--- src/rtl/aiffhp_pkg.sv ---
// ----------------------------------------------------------------------------
// AIFF header parser package
// Phase and status codes, chunk tags and extended-float constants.
// ----------------------------------------------------------------------------
`timescale 1ns / 1ps

package aiffhp_pkg;

  typedef enum logic [2:0] {
    PH_HEADER,
    PH_CHUNK,
    PH_COMM_FMT,
    PH_COMM_RATE,
    PH_SKIP,
    PH_PAD
  } phase_e;

  typedef enum logic [2:0] {
    ST_OK,
    ST_NOT_AIFF,
    ST_BAD_COMM_LEN,
    ST_UNSUPPORTED,
    ST_TRUNCATED
  } status_e;

  localparam logic [31:0] TAG_FORM = 32'h464F_524D;
  localparam logic [31:0] TAG_AIFF = 32'h4149_4646;
  localparam logic [31:0] TAG_COMM = 32'h434F_4D4D;
  localparam logic [31:0] TAG_SSND = 32'h5353_4E44;
  localparam logic [31:0] COMM_LEN = 32'd18;

  localparam int unsigned EXP_BIAS       = 16383;
  localparam int unsigned MANT_FRAC_BITS = 63;
  localparam logic [14:0] EXP_SPECIAL    = 15'h7FFF;
  localparam logic [14:0] EXP_INT_ZERO   = 15'(EXP_BIAS + MANT_FRAC_BITS);

endpackage

--- src/rtl/aiff_header_parser_unit.sv ---
// ----------------------------------------------------------------------------
// AIFF header parser unit
// Walks the FORM/AIFF chunk list one byte per word, reads COMM, and reports
// status, format fields and audio start offset once per file.
// ----------------------------------------------------------------------------
// An accepted byte passes through the input register, and its result through the result register.
// Throughput: one byte per cycle unless a result waits on a stalled output; the parser
// state register closes its loop combinationally, the result register decouples the output stall.
// Reset: parser state, input register and result valid cleared; the first bytes
// after reset are parsed as the start of a file.
`timescale 1ns / 1ps

module aiff_header_parser_unit (
  input  logic        clk_i,
  input  logic        rst_ni,
  input  logic        in_valid_i,
  output logic        in_stall_o,
  input  logic [7:0]  file_byte_i,
  input  logic        first_byte_i,
  input  logic        last_byte_i,
  output logic        out_valid_o,
  input  logic        out_stall_i,
  output logic [2:0]  status_o,
  output logic [1:0]  channels_o,
  output logic [31:0] frame_count_o,
  output logic [4:0]  sample_bits_o,
  output logic [2:0]  frame_bytes_o,
  output logic signed [31:0] sample_rate_o,
  output logic [31:0] audio_offset_o
);
  import aiffhp_pkg::*;

  function automatic logic [31:0] rate_to_int(logic [15:0] se, logic [63:0] m);
    logic        neg;
    logic [14:0] ex;
    logic [14:0] sh_l;
    logic [14:0] sh_r;
    logic [63:0] mag;
    logic        sat;
    logic [31:0] res;
    neg  = se[15];
    ex   = se[14:0];
    sh_l = ex - EXP_INT_ZERO;
    sh_r = EXP_INT_ZERO - ex;
    mag  = '0;
    sat  = 1'b0;
    if (ex == EXP_SPECIAL) begin
      sat = 1'b1;
    end else if (m != '0) begin
      if (ex >= EXP_INT_ZERO) begin
        if (sh_l >= 15'd32 || m[63:32] != '0) begin
          sat = 1'b1;
        end else begin
          mag = {32'd0, m[31:0]} << sh_l[4:0];
        end
      end else if (sh_r < 15'd64) begin
        mag = m >> sh_r[5:0];
      end
      if (mag > 64'h0000_0000_8000_0000) begin
        sat = 1'b1;
      end
    end
    if (neg) begin
      if (sat || mag >= 64'h0000_0000_8000_0000) begin
        res = 32'h8000_0000;
      end else begin
        res = 32'd0 - mag[31:0];
      end
    end else begin
      if (sat || mag > 64'h0000_0000_7FFF_FFFF) begin
        res = 32'h7FFF_FFFF;
      end else begin
        res = mag[31:0];
      end
    end
    return res;
  endfunction

  // input register
  logic       in_valid_q;
  logic [7:0] byte_q;
  logic       first_q;
  logic       last_q;

  // parser state
  phase_e      phase_q, phase_d;
  logic [3:0]  cnt_q, cnt_d;
  logic [31:0] tag_q, tag_d;
  logic [31:0] len_q, len_d;
  logic [31:0] skip_q, skip_d;
  logic [15:0] chan_q, chan_d;
  logic [31:0] frames_q, frames_d;
  logic [15:0] depth_q, depth_d;
  logic [15:0] sexp_q, sexp_d;
  logic [63:0] mant_q, mant_d;
  logic [31:0] pos_q, pos_d;
  logic        fin_q, fin_d;
  logic        comm_q, comm_d;

  // result register
  logic        out_valid_q;
  status_e     status_q;
  logic [1:0]  chan_out_q;
  logic [31:0] frames_out_q;
  logic [4:0]  bits_out_q;
  logic [2:0]  fb_out_q;
  logic [31:0] rate_out_q;
  logic [31:0] offset_out_q;

  logic        res_fire;
  status_e     res_status;
  logic        has_status;
  logic        fin_base;
  logic [5:0]  fb_prod;
  logic        out_free;
  logic        advance;
  logic        in_accept;

  always_comb begin
    if (first_q) begin
      phase_d  = PH_HEADER;
      cnt_d    = '0;
      tag_d    = '0;
      len_d    = '0;
      skip_d   = '0;
      chan_d   = '0;
      frames_d = '0;
      depth_d  = '0;
      sexp_d   = '0;
      mant_d   = '0;
      pos_d    = '0;
      fin_base = 1'b0;
      comm_d   = 1'b0;
    end else begin
      phase_d  = phase_q;
      cnt_d    = cnt_q;
      tag_d    = tag_q;
      len_d    = len_q;
      skip_d   = skip_q;
      chan_d   = chan_q;
      frames_d = frames_q;
      depth_d  = depth_q;
      sexp_d   = sexp_q;
      mant_d   = mant_q;
      pos_d    = pos_q;
      fin_base = fin_q;
      comm_d   = comm_q;
    end
    has_status = 1'b0;
    res_status = ST_OK;

    if (!fin_base) begin
      pos_d = pos_d + 32'd1;
      case (phase_d)
        PH_HEADER: begin
          if (cnt_d < 4'd4 || cnt_d >= 4'd8) begin
            tag_d = {tag_d[23:0], byte_q};
          end else begin
            len_d = {len_d[23:0], byte_q};
          end
          if (cnt_d == 4'd3 && tag_d != TAG_FORM) begin
            has_status = 1'b1;
            res_status = ST_NOT_AIFF;
          end else if (cnt_d >= 4'd11) begin
            if (tag_d != TAG_AIFF) begin
              has_status = 1'b1;
              res_status = ST_NOT_AIFF;
            end else begin
              phase_d = PH_CHUNK;
              cnt_d   = '0;
            end
          end else begin
            cnt_d = cnt_d + 4'd1;
          end
        end
        PH_CHUNK: begin
          if (cnt_d < 4'd4) begin
            tag_d = {tag_d[23:0], byte_q};
          end else begin
            len_d = {len_d[23:0], byte_q};
          end
          if (cnt_d >= 4'd7) begin
            cnt_d = '0;
            if (tag_d == TAG_SSND) begin
              has_status = 1'b1;
              res_status = ST_OK;
            end else if (tag_d == TAG_COMM) begin
              if (len_d != COMM_LEN) begin
                has_status = 1'b1;
                res_status = ST_BAD_COMM_LEN;
              end else begin
                comm_d  = 1'b0;
                phase_d = PH_COMM_FMT;
              end
            end else if (len_d != '0) begin
              skip_d  = len_d;
              phase_d = PH_SKIP;
            end
          end else begin
            cnt_d = cnt_d + 4'd1;
          end
        end
        PH_COMM_FMT: begin
          if (cnt_d < 4'd2) begin
            chan_d = {chan_d[7:0], byte_q};
          end else if (cnt_d < 4'd6) begin
            frames_d = {frames_d[23:0], byte_q};
          end else begin
            depth_d = {depth_d[7:0], byte_q};
          end
          if (cnt_d >= 4'd7) begin
            cnt_d = '0;
            if (!(chan_d == 16'd1 || chan_d == 16'd2) ||
                !(depth_d == 16'd8 || depth_d == 16'd16)) begin
              has_status = 1'b1;
              res_status = ST_UNSUPPORTED;
            end else begin
              phase_d = PH_COMM_RATE;
            end
          end else begin
            cnt_d = cnt_d + 4'd1;
          end
        end
        PH_COMM_RATE: begin
          if (cnt_d < 4'd2) begin
            sexp_d = {sexp_d[7:0], byte_q};
          end else begin
            mant_d = {mant_d[55:0], byte_q};
          end
          if (cnt_d >= 4'd9) begin
            cnt_d   = '0;
            comm_d  = 1'b1;
            phase_d = PH_CHUNK;
          end else begin
            cnt_d = cnt_d + 4'd1;
          end
        end
        PH_SKIP: begin
          if (skip_d != '0) begin
            skip_d = skip_d - 32'd1;
          end
          if (skip_d == '0) begin
            cnt_d   = '0;
            phase_d = len_d[0] ? PH_PAD : PH_CHUNK;
          end
        end
        default: begin
          cnt_d   = '0;
          phase_d = PH_CHUNK;
        end
      endcase
      if (!has_status && last_q) begin
        has_status = 1'b1;
        res_status = ST_TRUNCATED;
      end
    end

    res_fire = !fin_base && has_status;
    fin_d    = fin_base || res_fire;
    fb_prod  = {3'd0, chan_d[2:0]} * {3'd0, depth_d[5:3]};
  end

  assign out_free   = !out_valid_q || !out_stall_i;
  assign advance    = in_valid_q && (out_free || !res_fire);
  assign in_stall_o = in_valid_q && !advance;
  assign in_accept  = in_valid_i && !in_stall_o;

  always_ff @(posedge clk_i or negedge rst_ni) begin
    if (!rst_ni) begin
      in_valid_q <= 1'b0;
      byte_q     <= '0;
      first_q    <= 1'b0;
      last_q     <= 1'b0;
    end else begin
      if (in_accept) begin
        in_valid_q <= 1'b1;
        byte_q     <= file_byte_i;
        first_q    <= first_byte_i;
        last_q     <= last_byte_i;
      end else if (advance) begin
        in_valid_q <= 1'b0;
      end
    end
  end

  always_ff @(posedge clk_i or negedge rst_ni) begin
    if (!rst_ni) begin
      phase_q  <= PH_HEADER;
      cnt_q    <= '0;
      tag_q    <= '0;
      len_q    <= '0;
      skip_q   <= '0;
      chan_q   <= '0;
      frames_q <= '0;
      depth_q  <= '0;
      sexp_q   <= '0;
      mant_q   <= '0;
      pos_q    <= '0;
      fin_q    <= 1'b0;
      comm_q   <= 1'b0;
    end else if (advance) begin
      phase_q  <= phase_d;
      cnt_q    <= cnt_d;
      tag_q    <= tag_d;
      len_q    <= len_d;
      skip_q   <= skip_d;
      chan_q   <= chan_d;
      frames_q <= frames_d;
      depth_q  <= depth_d;
      sexp_q   <= sexp_d;
      mant_q   <= mant_d;
      pos_q    <= pos_d;
      fin_q    <= fin_d;
      comm_q   <= comm_d;
    end
  end

  always_ff @(posedge clk_i or negedge rst_ni) begin
    if (!rst_ni) begin
      out_valid_q <= 1'b0;
    end else if (advance && res_fire) begin
      out_valid_q <= 1'b1;
    end else if (!out_stall_i) begin
      out_valid_q <= 1'b0;
    end
  end

  always_ff @(posedge clk_i) begin
    if (advance && res_fire) begin
      status_q     <= res_status;
      chan_out_q   <= comm_d ? chan_d[1:0] : 2'd0;
      frames_out_q <= comm_d ? frames_d : 32'd0;
      bits_out_q   <= comm_d ? depth_d[4:0] : 5'd0;
      fb_out_q     <= comm_d ? fb_prod[2:0] : 3'd0;
      rate_out_q   <= comm_d ? rate_to_int(sexp_d, mant_d) : 32'd0;
      offset_out_q <= (res_status == ST_OK) ? pos_d : 32'd0;
    end
  end

  assign out_valid_o    = out_valid_q;
  assign status_o       = status_q;
  assign channels_o     = chan_out_q;
  assign frame_count_o  = frames_out_q;
  assign sample_bits_o  = bits_out_q;
  assign frame_bytes_o  = fb_out_q;
  assign sample_rate_o  = rate_out_q;
  assign audio_offset_o = offset_out_q;

endmodule
--- config.mk ---
export PLATFORM = sky130hd
export DESIGN_NAME = aiff_header_parser_unit
export DESIGN_NICKNAME = d
export VERILOG_FILES = /design/src/rtl/aiffhp_pkg.sv /design/src/rtl/aiff_header_parser_unit.sv
export SDC_FILE = /design/constraint.sdc
export NUM_CORES = 2
export LEC_CHECK = 0
export BUFFER_PORTS_ARGS = -buffer_cell sky130_fd_sc_hd__buf_2
export CAP_MARGIN = 20
export CORE_UTILIZATION = 50
export DETAILED_ROUTE_END_ITERATION = 7
export PLACE_DENSITY_LB_ADDON = 0.08
export SLEW_MARGIN = 20
export SYNTH_ARGS = -nofsm -noshare
export SYNTH_HDL_FRONTEND = slang
export SYNTH_SLANG_ARGS = --single-unit
--- constraint.sdc ---
create_clock -name clk_i -period 29.3 [get_ports clk_i]
set_input_delay 5.86 -clock clk_i [delete_from_list [all_inputs] [get_ports clk_i]]
set_output_delay 5.86 -clock clk_i [all_outputs]
set_load 0.005 [all_outputs]
==> key figures <==
Status
  – Result of the run: complete, no violations

Critical path
  – Cell depth of the worst flop-to-flop path: 22
  – Largest stage delay on the critical path: 0.23 ns
  – Maximum net fanout on the critical path: 3
  – Required time of the worst setup path: about 23 ns
  – Worst-path cell with the longest stage delay: sky130_fd_sc_hd__o31a_1
  – Count of buffering cells on the critical path with inverters included: 3
  – Family with the most delay on the worst path: simple AND/OR/NAND/NOR gates
  – Number of gates on the worst path with buffers counted: 7
  – Crit-path cells: buf_2, nand2_1, nor2_1, o31a_1, nand2_1, inv_1, buf_2
  – Worst path arrival time: 6.56 ns
  – Critical path startpoint category: input port
  – Nature of the critical path endpoint: output pin
  – Crit path kind: input port to output pin

Synth
  – Top-area cell type share of the netlist area: 22.5%
  – Part of the Yosys area used for sequential elements: 32.6%
  – Syn. warnings: 0
  – Post-synthesis instance area: 32500 µm²
  – Synthesized Nets: 4055
  – Mean Syn Cell Area: 8.07 µm²
  – Number of enable flip-flop cells after synthesis: 109
  – Fraction of registers with async set or reset after synthesis: 72.9%
  – Leading post-synthesis cells by cell area: sky130_fd_sc_hd__dfrtp_1 (23%), sky130_fd_sc_hd__edfxtp_1 (10%), sky130_fd_sc_hd__nand2_1 (6.1%), sky130_fd_sc_hd__a21oi_1 (5.3%), sky130_fd_sc_hd__mux2i_1 (4.7%)
  – Leading cell type by number of instances after synthesis: sky130_fd_sc_hd__nand2_1
  – Dominant cell type by area after synthesis: sky130_fd_sc_hd__dfrtp_1
  – Cell count after synthesis: 4030
  – Synthesized flop and latch total: approximately 400
  – Most frequent cells after synthesis: sky130_fd_sc_hd__nand2_1 (532), sky130_fd_sc_hd__a21oi_1 (343), sky130_fd_sc_hd__nor2_1 (322)
  – Most used flip-flop cell after synthesis: sky130_fd_sc_hd__dfrtp_1
  – Number of distinct library cells after synthesis: 112

Placed design
  – Count of buffers inserted at the top-level ports: between 100 and 150
  – Setup WS pre-CTS: around 17 ns
  – Global placer's final weighted congestion: a little over 1
  – Detail Placement HPWL: 87900 µm

STA
  – Setup Skew: 0.0441 ns
  – Fin. max-slew vios: 0
  – Final cycle utilization of the critical path: 42.4%
  – Max frequency: 80.5 MHz
  – Finish-stage setup viols: 0
  – Clock period minus final worst setup slack: about 12 ns
  – Hold Violations, Final: 0
  – Fin Setup TNS: 0 ns
  – Actual slew at the worst max-slew pin: about 1.2 ns
  – Least setup slack across all paths after layout: 16.88 ns
  – Worst hold-check slack: a little under 0.5 ns
  – Relative slew slack: ~16%
  – Setup repair after global routing missed its margin: no

Clocking
  – Clk Tree Root Cell: sky130_fd_sc_hd__clkbuf_16
  – Total setup buffers inserted after CTS: 0
  – Number of hold buffers added after CTS: 0
  – Post-cts resize count: 0
  – Maximum root-to-sink buffer count: 3
  – CTS tree: done
  – Number of H-tree branching levels: 2
  – CTS sink cnt: 402
  – Total CTS buffers: 48
  – Register clock-pin slew on the reported worst setup and hold paths: roughly 0.06 ns
  – Latest clock arrival within the worst-skew pair: 0.62 ns

Floorplanning
  – Width of the die: 257 µm
  – Io pins: 125
  – Die Area: 66100 µm²
  – Starting density of the core: 50.6%
  – Std-Cell Core Area: approximately 64000 µm²
  – Vertical die dimension: 257 µm
  – Cell Rows: 93

GRT
  – Number of global-route vias before repair: 30937
  – Pin count of the biggest net entering global routing: 174
  – Wire length of the first global-routing pass: about 190000 µm
  – Initial antenna violation count: 5
  – Met2 GRT Util: 53.9%
  – Most used routing layer: met1
  – GR Layer Usage met1: a little over half
  – Fraction of met3 tracks used by global routing: 8.52%
  – Overall Global Routing Usage: between 30% and 40%
  – Global route total overflow: 0

Power
  – Fraction of power consumed by sequential logic: 39.5%
  – Internal power summed over all cells: 0.00115 W
  – Combinational fraction of design power: 28.3%
  – Static Leakage: ~13 nW
  – Clock group share of total power: 32.2%
  – Switching Power: 0.000699 W
  – Power Dens Cells: 52.7 nW/µm²
  – Switching portion of total power: 37.9%
  – Max VDD drop: between 0.04 and 0.05 mV

Finish
  – Share of layout cells above drive strength 1: 12.4%
  – Post-synthesis to final-layout area growth: 7.56%
  – NumNets Final: 3964
  – Filler Cells Inserted: 6115

Detailed routing
  – Vias/cell: 7.00
  – Routed wire per std cell: 26.4 µm
  – DRC: 0
  – Initial DRC Count: roughly 4800
  – Final wirelength: approximately 130000 µm
  – Count of antenna-violating nets left after detailed routing: 0
  – Count of vias placed by the detailed router: 33816
  – First-pass iteration count of the detailed router: 7

Job
  – MaxCap Viol Count: 0

Hold path
  – Instance count along the most critical hold path: 2
  – Worst hold path type: flip-flop to flip-flop
-- cells in the final DEF, fill, tap and decap left out, drive strengths merged, types with 16 or more instances in the layout --
| cell type | Yosys | routed |
|---|---|---|
| a2111oi | 18 | 18 |
| a211oi | 44 | 44 |
| a21boi | 32 | 32 |
| a21o | 27 | 27 |
| a21oi | 345 | 345 |
| a221oi | 24 | 24 |
| a22o | 101 | 101 |
| a22oi | 59 | 59 |
| a31oi | 45 | 45 |
| a32oi | 16 | 16 |
| and2 | 27 | 27 |
| and3 | 33 | 33 |
| buf | 146 | 207 |
| clkbuf | 202 | 72 |
| dfrtp | 293 | 293 |
| edfxtp | 109 | 109 |
| inv | 57 | 59 |
| mux2 | 98 | 98 |
| mux2i | 155 | 155 |
| mux4 | 18 | 18 |
| nand2 | 533 | 533 |
| nand3 | 121 | 121 |
| nand4 | 83 | 83 |
| nor2 | 323 | 323 |
| nor2b | 44 | 44 |
| nor3 | 118 | 118 |
| nor4 | 67 | 67 |
| o211ai | 52 | 52 |
| o21ai | 316 | 316 |
| o22a | 17 | 17 |
| o22ai | 86 | 86 |
| o31ai | 48 | 48 |
| o32ai | 20 | 20 |
| or2 | 19 | 19 |
| or3 | 31 | 31 |
| or4 | 24 | 24 |
| xnor2 | 17 | 17 |
-- power groups by stage --
stage	registers, W	clock network (W)	logic, W
floorplan	0.000701	0	0.000377
global placement	0.000736	0	0.000505
detailed placement	0.000735	0	0.000509
CTS	0.000726	0.000605	0.000510
global route	0.000737	0.000624	0.000566
finish	0.000729	0.000594	0.000522
-- per-stage QoR --
step	instance area [µm²]	total power, W	instances	util (%)
floorplan	32500	0.00108	4030	-
global placement	33400	0.00124	4743	51.9
detailed placement	33400	0.00124	4743	51.9
CTS	35000	0.00184	4831	54.4
global route	35000	0.00193	4832	54.4
finish	35000	0.00184	4833	54.4
-- state kept, by name, indices dropped and copies added (netlist names), 2 cells and up --
name            cells
depth_q            16
byte_q              8
sample_rate_o      32
audio_offset_o     32
channels_o          2
chan_q             16
frames_q           32
pos_q              32
sample_bits_o       5
tag_q              32
status_o            3
skip_q             32
len_q              32
frame_bytes_o       3
sexp_q             16
frame_count_o      32
cnt_q               4
phase_q             3
mant_q             64
-- logic make-up (layout without fill, tap and decap cells) --
logic type / Yosys count / count (layout) / synth area share [%]
AO/OA/AOI/OAI: 1412 / 1412 / 28.8
XOR/XNOR: 31 / 31 / 0.858
adder cells (fa/ha/maj): 11 / 11 / 0.423
buffers and inverters: 406 / 353 / 5.68
flip-flops: 402 / 402 / 32.6
multiplexers: 271 / 271 / 9.44
other: 0 / 1 / 0
AND/OR/NAND/NOR: 1497 / 1497 / 22.2
-- worst register-to-register path, delay by kind of cell (launching register included) --
family          cells  cell delay (ns)
flops               1             0.74
buf+inv             6             1.95
simple gates        4             1.74
compound gates     11             4.89
fa+ha+maj           1             0.39
-- final cells by class --
type / count / area [µm²] / area share, %
multi-input combinational: 3222 / 20200 / 57.9
sequential: 402 / 10600 / 30.3
clock buffer: 72 / 1400 / 4.01
timing repair buffer: 207 / 1280 / 3.65
tap: 855 / 1070 / 3.06
inverter: 58 / 221 / 0.633
clock inverter: 16 / 161 / 0.461
antenna: 1 / 2.50 / 0.00715
-- metal layers --
layer	part of all wire [%]	up-vias
met1	43	16239
met3	10	396
met5	0.035	-
met4	4.5	6
met2	42	2001
li1	-	15174
-- final timing paths --
path                              startpoint           endpoint  slack, ns
worst max-delay path             out_stall_i         in_stall_o      16.88
worst min register to register  frames_q[31]       frames_q[31]       0.48
max in group asynchronous             rst_ni         mant_q[47]      21.64
worst max register to register       first_q  sample_rate_o[14]      19.43
worst min-delay path            frames_q[31]       frames_q[31]       0.48
min in group asynchronous             rst_ni          pos_q[12]       5.29
No activity file was read; power rests on OpenSTA's default activity.
